$ cat src/hw/rtl/utf8v_pkg.sv
// Shared types and constants for the UTF-8 stream validator.
package utf8v_pkg;

    localparam int unsigned BYTE_W = 8;

    typedef logic [BYTE_W-1:0] byte_t;

    typedef enum logic [1:0] {
        MIN_NONE = 2'd0,
        MIN_A0   = 2'd1,
        MIN_90   = 2'd2,
        MIN_RSVD = 2'd3
    } min_kind_t;

    typedef struct packed {
        logic [1:0] owed;
        min_kind_t  min_kind;
        logic       failed;
    } val_state_t;

    localparam val_state_t STATE_RESET = '{owed: 2'd0, min_kind: MIN_NONE, failed: 1'b0};

    localparam byte_t ASCII_END   = 8'h80;
    localparam byte_t LEAD2_MIN   = 8'hC2;
    localparam byte_t LEAD3_MIN   = 8'hE0;
    localparam byte_t LEAD4_MIN   = 8'hF0;
    localparam byte_t LEAD_BAD    = 8'hF8;
    localparam byte_t CONT_MIN    = 8'h80;
    localparam byte_t CONT_MIN_E0 = 8'hA0;
    localparam byte_t CONT_MIN_F0 = 8'h90;

endpackage

$ cat src/hw/rtl/utf8_stream_validator_top.sv
// UTF-8 stream validator: top level with input and result registers.
//
// Usage: send a string one byte per beat on the input channel (in_valid,
// in_ready, byte_in, is_last), with is_last high on the final byte. Each
// string yields exactly one beat on the output channel (out_valid,
// out_ready, valid_res): 1 if the whole string is UTF-8, surrogates and
// code points to 1FFFFF allowed. Bytes without is_last produce nothing.
// The final byte is held in the input register and its verdict in the
// result register, which drives the output channel.
// Throughput: one byte per cycle but for a stalled final byte; the decode
// is a few compares on a two-bit pending count between the registers.
// Reset clears the pending-count, raised-minimum and error state, so the
// first byte after reset starts a new string; no results are held.
// When the receiver stalls, the verdict holds in the result register and
// non-final bytes keep flowing; a final byte waits in the input register,
// with in_ready low, until the result register frees.
// After each verdict the state returns to its reset value.
module utf8_stream_validator_top (
    input  logic             clk,
    input  logic             rst_n,
    input  logic             in_valid,
    output logic             in_ready,
    input  utf8v_pkg::byte_t byte_in,
    input  logic             is_last,
    output logic             out_valid,
    input  logic             out_ready,
    output logic             valid_res
);
    import utf8v_pkg::*;

    logic       in_valid_reg;
    byte_t      byte_reg;
    logic       last_reg;
    val_state_t state_reg;
    val_state_t state_next;
    logic       out_valid_reg;
    logic       res_reg;
    logic       verdict;
    logic       advance;
    logic       out_take;

    assign out_take = out_valid_reg && out_ready;
    assign advance  = in_valid_reg && (!last_reg || !out_valid_reg || out_ready);
    assign in_ready = !in_valid_reg || advance;

    utf8v_step u_step (
        .byte_in    (byte_reg),
        .is_last    (last_reg),
        .state_cur  (state_reg),
        .state_next (state_next),
        .verdict    (verdict)
    );

    always_ff @(posedge clk or negedge rst_n)
    begin
        if (!rst_n)
        begin
            in_valid_reg <= 1'b0;
        end
        else if (in_ready)
        begin
            in_valid_reg <= in_valid;
        end
    end

    always_ff @(posedge clk)
    begin
        if (in_ready && in_valid)
        begin
            byte_reg <= byte_in;
            last_reg <= is_last;
        end
    end

    always_ff @(posedge clk or negedge rst_n)
    begin
        if (!rst_n)
        begin
            state_reg <= STATE_RESET;
        end
        else if (advance)
        begin
            state_reg <= state_next;
        end
    end

    always_ff @(posedge clk or negedge rst_n)
    begin
        if (!rst_n)
        begin
            out_valid_reg <= 1'b0;
        end
        else if (advance && last_reg)
        begin
            out_valid_reg <= 1'b1;
        end
        else if (out_take)
        begin
            out_valid_reg <= 1'b0;
        end
    end

    always_ff @(posedge clk)
    begin
        if (advance && last_reg)
        begin
            res_reg <= verdict;
        end
    end

    assign out_valid = out_valid_reg;
    assign valid_res = res_reg;

`ifndef SYNTHESIS
    a_clear_after_last: assert property (@(posedge clk) disable iff (!rst_n)
        advance && last_reg |=> state_reg == STATE_RESET)
        else $error("state not cleared after final beat");

    a_min_needs_owed: assert property (@(posedge clk) disable iff (!rst_n)
        state_reg.min_kind != MIN_NONE |-> state_reg.owed >= 2'd2)
        else $error("raised minimum pending without owed bytes");

    a_stall_only_full: assert property (@(posedge clk) disable iff (!rst_n)
        !in_ready |-> out_valid_reg && !out_ready && last_reg)
        else $error("input stalled without a blocked verdict");
`endif

endmodule

$ cat src/hw/rtl/utf8v_step.sv
// Per-byte decode: classifies one byte against the pending state.
module utf8v_step (
    input  utf8v_pkg::byte_t      byte_in,
    input  logic                  is_last,
    input  utf8v_pkg::val_state_t state_cur,
    output utf8v_pkg::val_state_t state_next,
    output logic                  verdict
);
    import utf8v_pkg::*;

    byte_t      cont_min;
    val_state_t upd;

    always_comb
    begin
        case (state_cur.min_kind)
            MIN_A0:  cont_min = CONT_MIN_E0;
            MIN_90:  cont_min = CONT_MIN_F0;
            default: cont_min = CONT_MIN;
        endcase
    end

    always_comb
    begin
        upd = state_cur;
        if (state_cur.owed != 2'd0)
        begin
            if ((byte_in[7:6] != 2'b10) || (byte_in < cont_min))
            begin
                upd.failed = 1'b1;
            end
            upd.min_kind = MIN_NONE;
            upd.owed     = state_cur.owed - 2'd1;
        end
        else if (byte_in >= ASCII_END)
        begin
            if (byte_in < LEAD2_MIN)
            begin
                upd.failed = 1'b1;
            end
            else if (byte_in < LEAD3_MIN)
            begin
                upd.owed = 2'd1;
            end
            else if (byte_in < LEAD4_MIN)
            begin
                upd.owed     = 2'd2;
                upd.min_kind = (byte_in == LEAD3_MIN) ? MIN_A0 : MIN_NONE;
            end
            else if (byte_in < LEAD_BAD)
            begin
                upd.owed     = 2'd3;
                upd.min_kind = (byte_in == LEAD4_MIN) ? MIN_90 : MIN_NONE;
            end
            else
            begin
                upd.failed = 1'b1;
            end
        end
    end

    assign verdict    = !upd.failed && (upd.owed == 2'd0);
    assign state_next = is_last ? STATE_RESET : upd;

endmodule

$ cat config.mk
export PLATFORM = sky130hd
export DESIGN_NAME = utf8_stream_validator_top
export DESIGN_NICKNAME = d
export VERILOG_FILES = /design/src/hw/rtl/utf8v_pkg.sv /design/src/hw/rtl/utf8_stream_validator_top.sv /design/src/hw/rtl/utf8v_step.sv
export SDC_FILE = /design/constraint.sdc
export NUM_CORES = 1
export LEC_CHECK = 0
export BUFFER_PORTS_ARGS = -buffer_cell sky130_fd_sc_hd__clkbuf_2
export CAP_MARGIN = 15
export CORE_MARGIN = 4
export CORE_UTILIZATION = 58
export DETAILED_ROUTE_END_ITERATION = 10
export PLACE_DENSITY = 0.82
export REMOVE_ABC_BUFFERS = 1
export SYNTH_ARGS = -nofsm -noshare
export SYNTH_HDL_FRONTEND = slang
export SYNTH_HIERARCHICAL = 1
export SYNTH_SLANG_ARGS = --single-unit
$ cat constraint.sdc
create_clock -name clk -period 2.8 [get_ports clk]
set_input_delay 0.42 -clock clk [delete_from_list [all_inputs] [get_ports clk]]
set_output_delay 0.42 -clock clk [all_outputs]
set_load 0.01 [all_outputs]
==> results.sh, run 1 <==
export IMPL_routed_wirelength_um=1970
export IMPL_antenna_found_initial=0
export IMPL_drtPass1Iterations=4
export IMPL_fin_crit_sh_pct=65.1
export IMPL_cts_resized=0
export IMPL_cts_buffers=3
export IMPL_initial_core_util_pct=62.6
export IMPL_holdWs_ns=0.288
export IMPL_dp_cells=114
export IMPL_syn_avg_cell_area_um2=11.1
export IMPL_synth_ff_type="edfxtp_1"
export IMPL_die_area_mm2=0.00236
export IMPL_numClockSinks=17
export IMPL_seq_power_share_pct=59.7
export IMPL_leakagePower_nw=0.436
export IMPL_layout_cells_non_filler=119
export IMPL_tritoncts="yes"
export IMPL_status="finished clean"
export IMPL_power_switching_mw=0.145
export IMPL_dp_hpwl_um=1440
export IMPL_skew_ns=0.00234
export IMPL_worst_setup_path_start_kind="flop"
export IMPL_synth_async_reset_ratio_pct=41.2
export IMPL_final_nets=118
export IMPL_die_h_um=48.6
export IMPL_internal_power_mw=0.379
export IMPL_rsz0062_at_grt="no"
export IMPL_grt_overflow=0
export IMPL_clock_fmax_ghz=0.549
export IMPL_p_clk_share_pct=25.8
export IMPL_viasPerCell=6.37
export IMPL_htree_levels=1
export IMPL_drt_iter0_markers=26
export IMPL_core_mm2=0.00152
export IMPL_grt_max_degree=13
export IMPL_largest_reg_flops=8
export IMPL_syn_inst=86
export IMPL_path_max_fanout=5
export IMPL_die_width_um=48.6
export IMPL_synth_distinct_cells=31
export IMPL_clock_latency_ns=0.30
export IMPL_worstMarginPinSlew_ns=0.383
export IMPL_cts_root_buf="clkbuf_4"
export IMPL_arrival_ns=1.94
export IMPL_layout_commonest_cell="clkbuf_2"
export IMPL_synth_area_leaders="edfxtp_1 31%, dfrtp_1 18%, o211ai_2 6.6%"
export IMPL_final_cell_mix="15 x clkbuf_2, 10 x edfxtp_1, 9 x nand2b_1"
export IMPL_yosys_warnings=6
export IMPL_setup_tns_ns=0
export IMPL_cap_violations=0
export IMPL_setup_viol_count_final=0
export IMPL_synth_edf_count=10
export IMPL_path_clk_slew_ns=0.10
export IMPL_drc=0
export IMPL_period_needed_ns=1.82
export IMPL_syn_area_um2=955
export IMPL_endpoint_kind="flop"
export IMPL_hold_path_class="primary input to flop"
export IMPL_n_antenna_cell=0
export IMPL_ctsHoldBuffers=1
export IMPL_vdd_drop_max_mv=0.493
export IMPL_cellPowerDensity_mw_per_mm2=488
export IMPL_yosysTopAreaCellShare_pct=31.5
export IMPL_gp_congestion=0.757
export IMPL_slew_headroom_pct=74.5
export IMPL_row_count=14
export IMPL_required_ns=2.92
export IMPL_finalPower_mw=0.524
export IMPL_maxSlewViolCount=0
export IMPL_ios=16
export IMPL_syn2layout_area_growth_pct=12.3
export IMPL_sw_frac_of_total_pct=27.6
export IMPL_clockBufferDepth=2
export IMPL_cts_setup_buffers=0
export IMPL_ys_ff_latch=17
export IMPL_hold_viol_final=0
export IMPL_combPwrFrac_pct=14.4
export IMPL_portBuffers=15
export IMPL_drive_above_1_share_pct=28.2
export IMPL_seq_area_frac_synth_pct=49.8
export IMPL_yosys_area_top_type="edfxtp_1"
export IMPL_grt_usage_pct=17.7
export IMPL_drtAntennaViolNets=0
export IMPL_routed_via_count=758
export IMPL_grt_pass1_wl_um=3260
export IMPL_grt_pass1_vias=723
export IMPL_critPathKind="flop to flop"
export IMPL_wire_per_inst_um=16.5
[critical path, cell delays in order (launching register included)]
cell	delay (ns)
dfrtp_1	0.43
nand2b_1	0.16
ha_1	0.28
o21bai_1	0.06
o41a_1	0.43
a221oi_1	0.28
[power by group through the flow]
stage,Combinational (mW),Sequential (mW),Clock (mW)
4_1_cts,0.0754,0.312,0.137
5_1_grt,0.0830,0.317,0.151
2_1_floorplan,0.0493,0.311,0
3_3_place_gp,0.0708,0.316,0
6_report,0.0756,0.313,0.135
3_5_place_dp,0.0738,0.318,0
[per-layer routing]
layer  global-route usage [%]  vias up  wire, um
met3                     3.68        6       117
li1                         -      364         -
met4                     11.7        0        66
met2                     26.5       37       952
met1                     22.8      351       829
met5                        0        -         0
[per-stage QoR]
step | cell area (um^2) | setup WS, ns | util (%)
floorplan | 940 | 1.13 | -
CTS | 1070 | 0.996 | 70.4
global route | 1070 | 0.910 | 70.4
detailed placement | 1030 | 1.01 | 67.9
finish | 1070 | 0.978 | 70.4
global placement | 1030 | 1.03 | 67.9
[area by class of cell]
cell class | instances | area (um^2)
flip-flops and latches | 17 | 475
fillers | 122 | 452
multi-input cells | 62 | 449
repair buffers | 16 | 85.1
clock buffers | 3 | 22.5
well taps | 16 | 20.0
inverters | 4 | 15.0
clock inverters | 1 | 5.00
[kinds of logic after synthesis]
logic type | Yosys count | share of synthesized area (%)
compound gates | 20 | 17.6
fa+ha+maj | 1 | 1.31
buf+inv | 7 | 3.14
flops | 17 | 49.8
simple gates | 41 | 28.2
[worst paths after layout]
| kind | slack (ns) | endpoint | start | cells after the start |
|---|---|---|---|---|
| worst min register to register | 0.59 | state_reg[2]$_DFFE_PN0P_ | state_reg[2]$_DFFE_PN0P_ | 2 |
| max in group asynchronous | 2.15 | state_reg[3]$_DFFE_PN0P_ | rst_n | 2 |
| worst max register to register | 0.98 | valid_res$_DFFE_PP_ | state_reg[2]$_DFFE_PN0P_ | 5 |
| worst max-delay path | 0.98 | valid_res$_DFFE_PP_ | state_reg[2]$_DFFE_PN0P_ | 5 |
| worst min-delay path | 0.29 | byte_reg[7]$_DFFE_PP_ | byte_in[7] | 1 |
| min in group asynchronous | 0.48 | state_reg[0]$_DFFE_PN0P_ | rst_n | 2 |
[synth_stat cells (all sizes together) (3+ instances only)]
cell / instances
buf: 3
nor2: 3
o21ai: 3
dfrtp: 7
edfxtp: 10
or4: 3
a21oi: 3
nand4b: 6
nand2: 8
o211ai: 5
inv: 4
nand2b: 9
(Power assumes the default switching activity.)
==> run 2, diff against run 1 <==
CORE_ASPECT_RATIO = 0.75   (was default)
CORE_UTILIZATION = 54   (was 58)
PLACE_DENSITY = 0.77   (was 0.82)
clock period = 1.9 ns   (was 2.8 ns; I/O delays follow)
==> run 2 against run 1 <==
Effect of this change:
- fmax rose by 0.62%
- non-clock buffer count rose by 3
- count of clock-buffer cells in the layout rose by 1
- clock power rose by 38%
- total power rose by 46%
- critical endpoint unchanged
- worst hold slack got worse by 0.12 ns
- largest cell class unchanged
- critical path type unchanged
- final area rose by 2.6%
- global-route usage fell by 1.1 points
- die area rose by 6.5%
- highest routed layer unchanged
==> results.sh, run 2 (same netlist as run 1, synthesis figures left out) <==
export IMPL_status="finished clean"
export IMPL_post_route_util_pct=69.8
export IMPL_drc=0
export IMPL_clockBufferDepth=2
export IMPL_min_from="byte_in[0]"
export IMPL_required_ns=2.00
export IMPL_grt_pass1_wl_um=3170
export IMPL_drt_iter0_markers=12
export IMPL_crit_chain="nand2b_1 > ha_1 > o21bai_1 > o41a_1 > a221oi_1"
export IMPL_path_clk_slew_ns=0.09
export IMPL_cts_resized=0
export IMPL_timing_rr_end="valid_res$_DFFE_PP_"
export IMPL_cts_buffers=3
export IMPL_grt_max_degree=13
export IMPL_viasPerCell=5.83
export IMPL_gp_congestion=0.860
export IMPL_wire_per_inst_um=14.8
export IMPL_grt_pass1_vias=668
export IMPL_setup_tns_ns=0
export IMPL_r2r_start="state_reg[2]$_DFFE_PN0P_"
export IMPL_die_h_um=44.4
export IMPL_final_cell_mix="15 x clkbuf_2, 10 x edfxtp_1, 9 x nand2b_1"
export IMPL_final_nets=121
export IMPL_routed_wirelength_um=1880
export IMPL_cap_violations=0
export IMPL_initial_core_util_pct=60.6
export IMPL_dp_hpwl_um=1440
export IMPL_die_width_um=56.6
export IMPL_path_max_fanout=5
export IMPL_routed_via_count=740
export IMPL_fill_cells=130
export IMPL_syn2layout_area_growth_pct=15.2
export IMPL_cts_setup_buffers=0
export IMPL_period_needed_ns=1.81
export IMPL_slowest_delay_ns=0.42
export IMPL_cellPowerDensity_mw_per_mm2=694
export IMPL_hold_viol_final=0
export IMPL_row_count=12
export IMPL_layout_cells_non_filler=127
export IMPL_min_to="byte_reg[0]$_DFFE_PP_"
export IMPL_skew_ns=0.00901
export IMPL_r2r_setup_slack_ns=0.09
export IMPL_rsz0062_at_grt="no"
export IMPL_numClockSinks=17
export IMPL_hold_path_class="primary input to flop"
export IMPL_setup_viol_count_final=0
export IMPL_endpoint_kind="flop"
export IMPL_clock_fmax_ghz=0.552
export IMPL_dp_cells=122
export IMPL_vdd_drop_max_mv=0.493
export IMPL_arrival_ns=1.91
export IMPL_htree_levels=1
export IMPL_die_area_mm2=0.00251
export IMPL_fin_crit_sh_pct=95.3
export IMPL_drtAntennaViolNets=0
export IMPL_leakagePower_nw=0.447
export IMPL_core_mm2=0.00158
export IMPL_slew_headroom_pct=73.4
export IMPL_drive_above_1_share_pct=29.2
export IMPL_n_antenna_cell=0
export IMPL_tritoncts="yes"
export IMPL_layout_commonest_cell="clkbuf_2"
export IMPL_reg2reg_depth=5
export IMPL_whs_path_depth=1
export IMPL_cpMaxStageDelayCell="dfrtp_1"
export IMPL_ios=16
export IMPL_maxSlewViolCount=0
export IMPL_antenna_found_initial=0
export IMPL_drtPass1Iterations=4
export IMPL_clock_latency_ns=0.29
export IMPL_largest_reg_flops=8
export IMPL_critPathKind="flop to flop"
export IMPL_grt_overflow=0
export IMPL_cts_root_buf="clkbuf_4"
export IMPL_portBuffers=15
export IMPL_finalPower_mw=0.763
export IMPL_worst_setup_path_start_kind="flop"
export IMPL_grt_usage_pct=16.6
export IMPL_worstMarginPinSlew_ns=0.399
[run 2: per-layer routing]
metal	routed length, um	part of all wire [%]	track usage, %
met5	0	0	0
met1	911	49	24.3
met2	855	46	25.1
met4	15	0.80	4.27
met3	95	5.1	3.50
[run 2: power by group]
group	switching, mW	leakage (nW)	total (mW)	internal (mW)
registers	0.0360	0.189	0.457	0.421
logic	0.0576	0.244	0.120	0.0627
clock network	0.104	0.0150	0.186	0.0815
total	0.198	0.447	0.763	0.566
[run 2: cell type report]
class | instances | area, um^2 | share of cell area [%]
clock buffers | 4 | 26.3 | 2.39
inverters | 4 | 15.0 | 1.37
multi-input cells | 62 | 449 | 40.8
flip-flops and latches | 17 | 475 | 43.2
well taps | 21 | 26.3 | 2.39
repair buffers | 19 | 108 | 9.78
[run 2: worst max path at each step]
stage	from	end	slack, ns	depth (start not counted)
after floorplan	byte_reg[3]$_DFFE_PP_	state_reg[2]$_DFFE_PN0P_	0.23	5
after global placement	state_reg[2]$_DFFE_PN0P_	valid_res$_DFFE_PP_	0.18	5
after detailed placement	state_reg[2]$_DFFE_PN0P_	valid_res$_DFFE_PP_	0.13	5
after CTS	state_reg[2]$_DFFE_PN0P_	valid_res$_DFFE_PP_	0.12	5
after global routing	state_reg[2]$_DFFE_PN0P_	valid_res$_DFFE_PP_	0.01	5
final	state_reg[2]$_DFFE_PN0P_	valid_res$_DFFE_PP_	0.09	5
[run 2: stage by stage]
stage          area, um^2  hold WS (ns)  worst slack, ns
2_1_floorplan         940       -0.0106            0.235
3_3_place_gp         1060         0.135            0.184
3_5_place_dp         1060         0.135            0.133
4_1_cts              1100         0.160            0.119
5_1_grt              1100         0.151           0.0103
6_report             1100         0.169           0.0889
[run 2: critical path, delay by kind of cell, from the launching register on]
| family | cells | cell delay, ns |
|---|---|---|
| DFF | 1 | 0.42 |
| adders and majority gates | 1 | 0.27 |
| and+or+nand+nor | 1 | 0.16 |
| AOI/OAI and AO/OA | 3 | 0.78 |
[run 2: what timing repair did]
action / 4_1_cts / 5_1_grt
hold buffers: 1 / 0
hold endpoints to repair: 7 / 0
setup endpoints to repair: 0 / 0
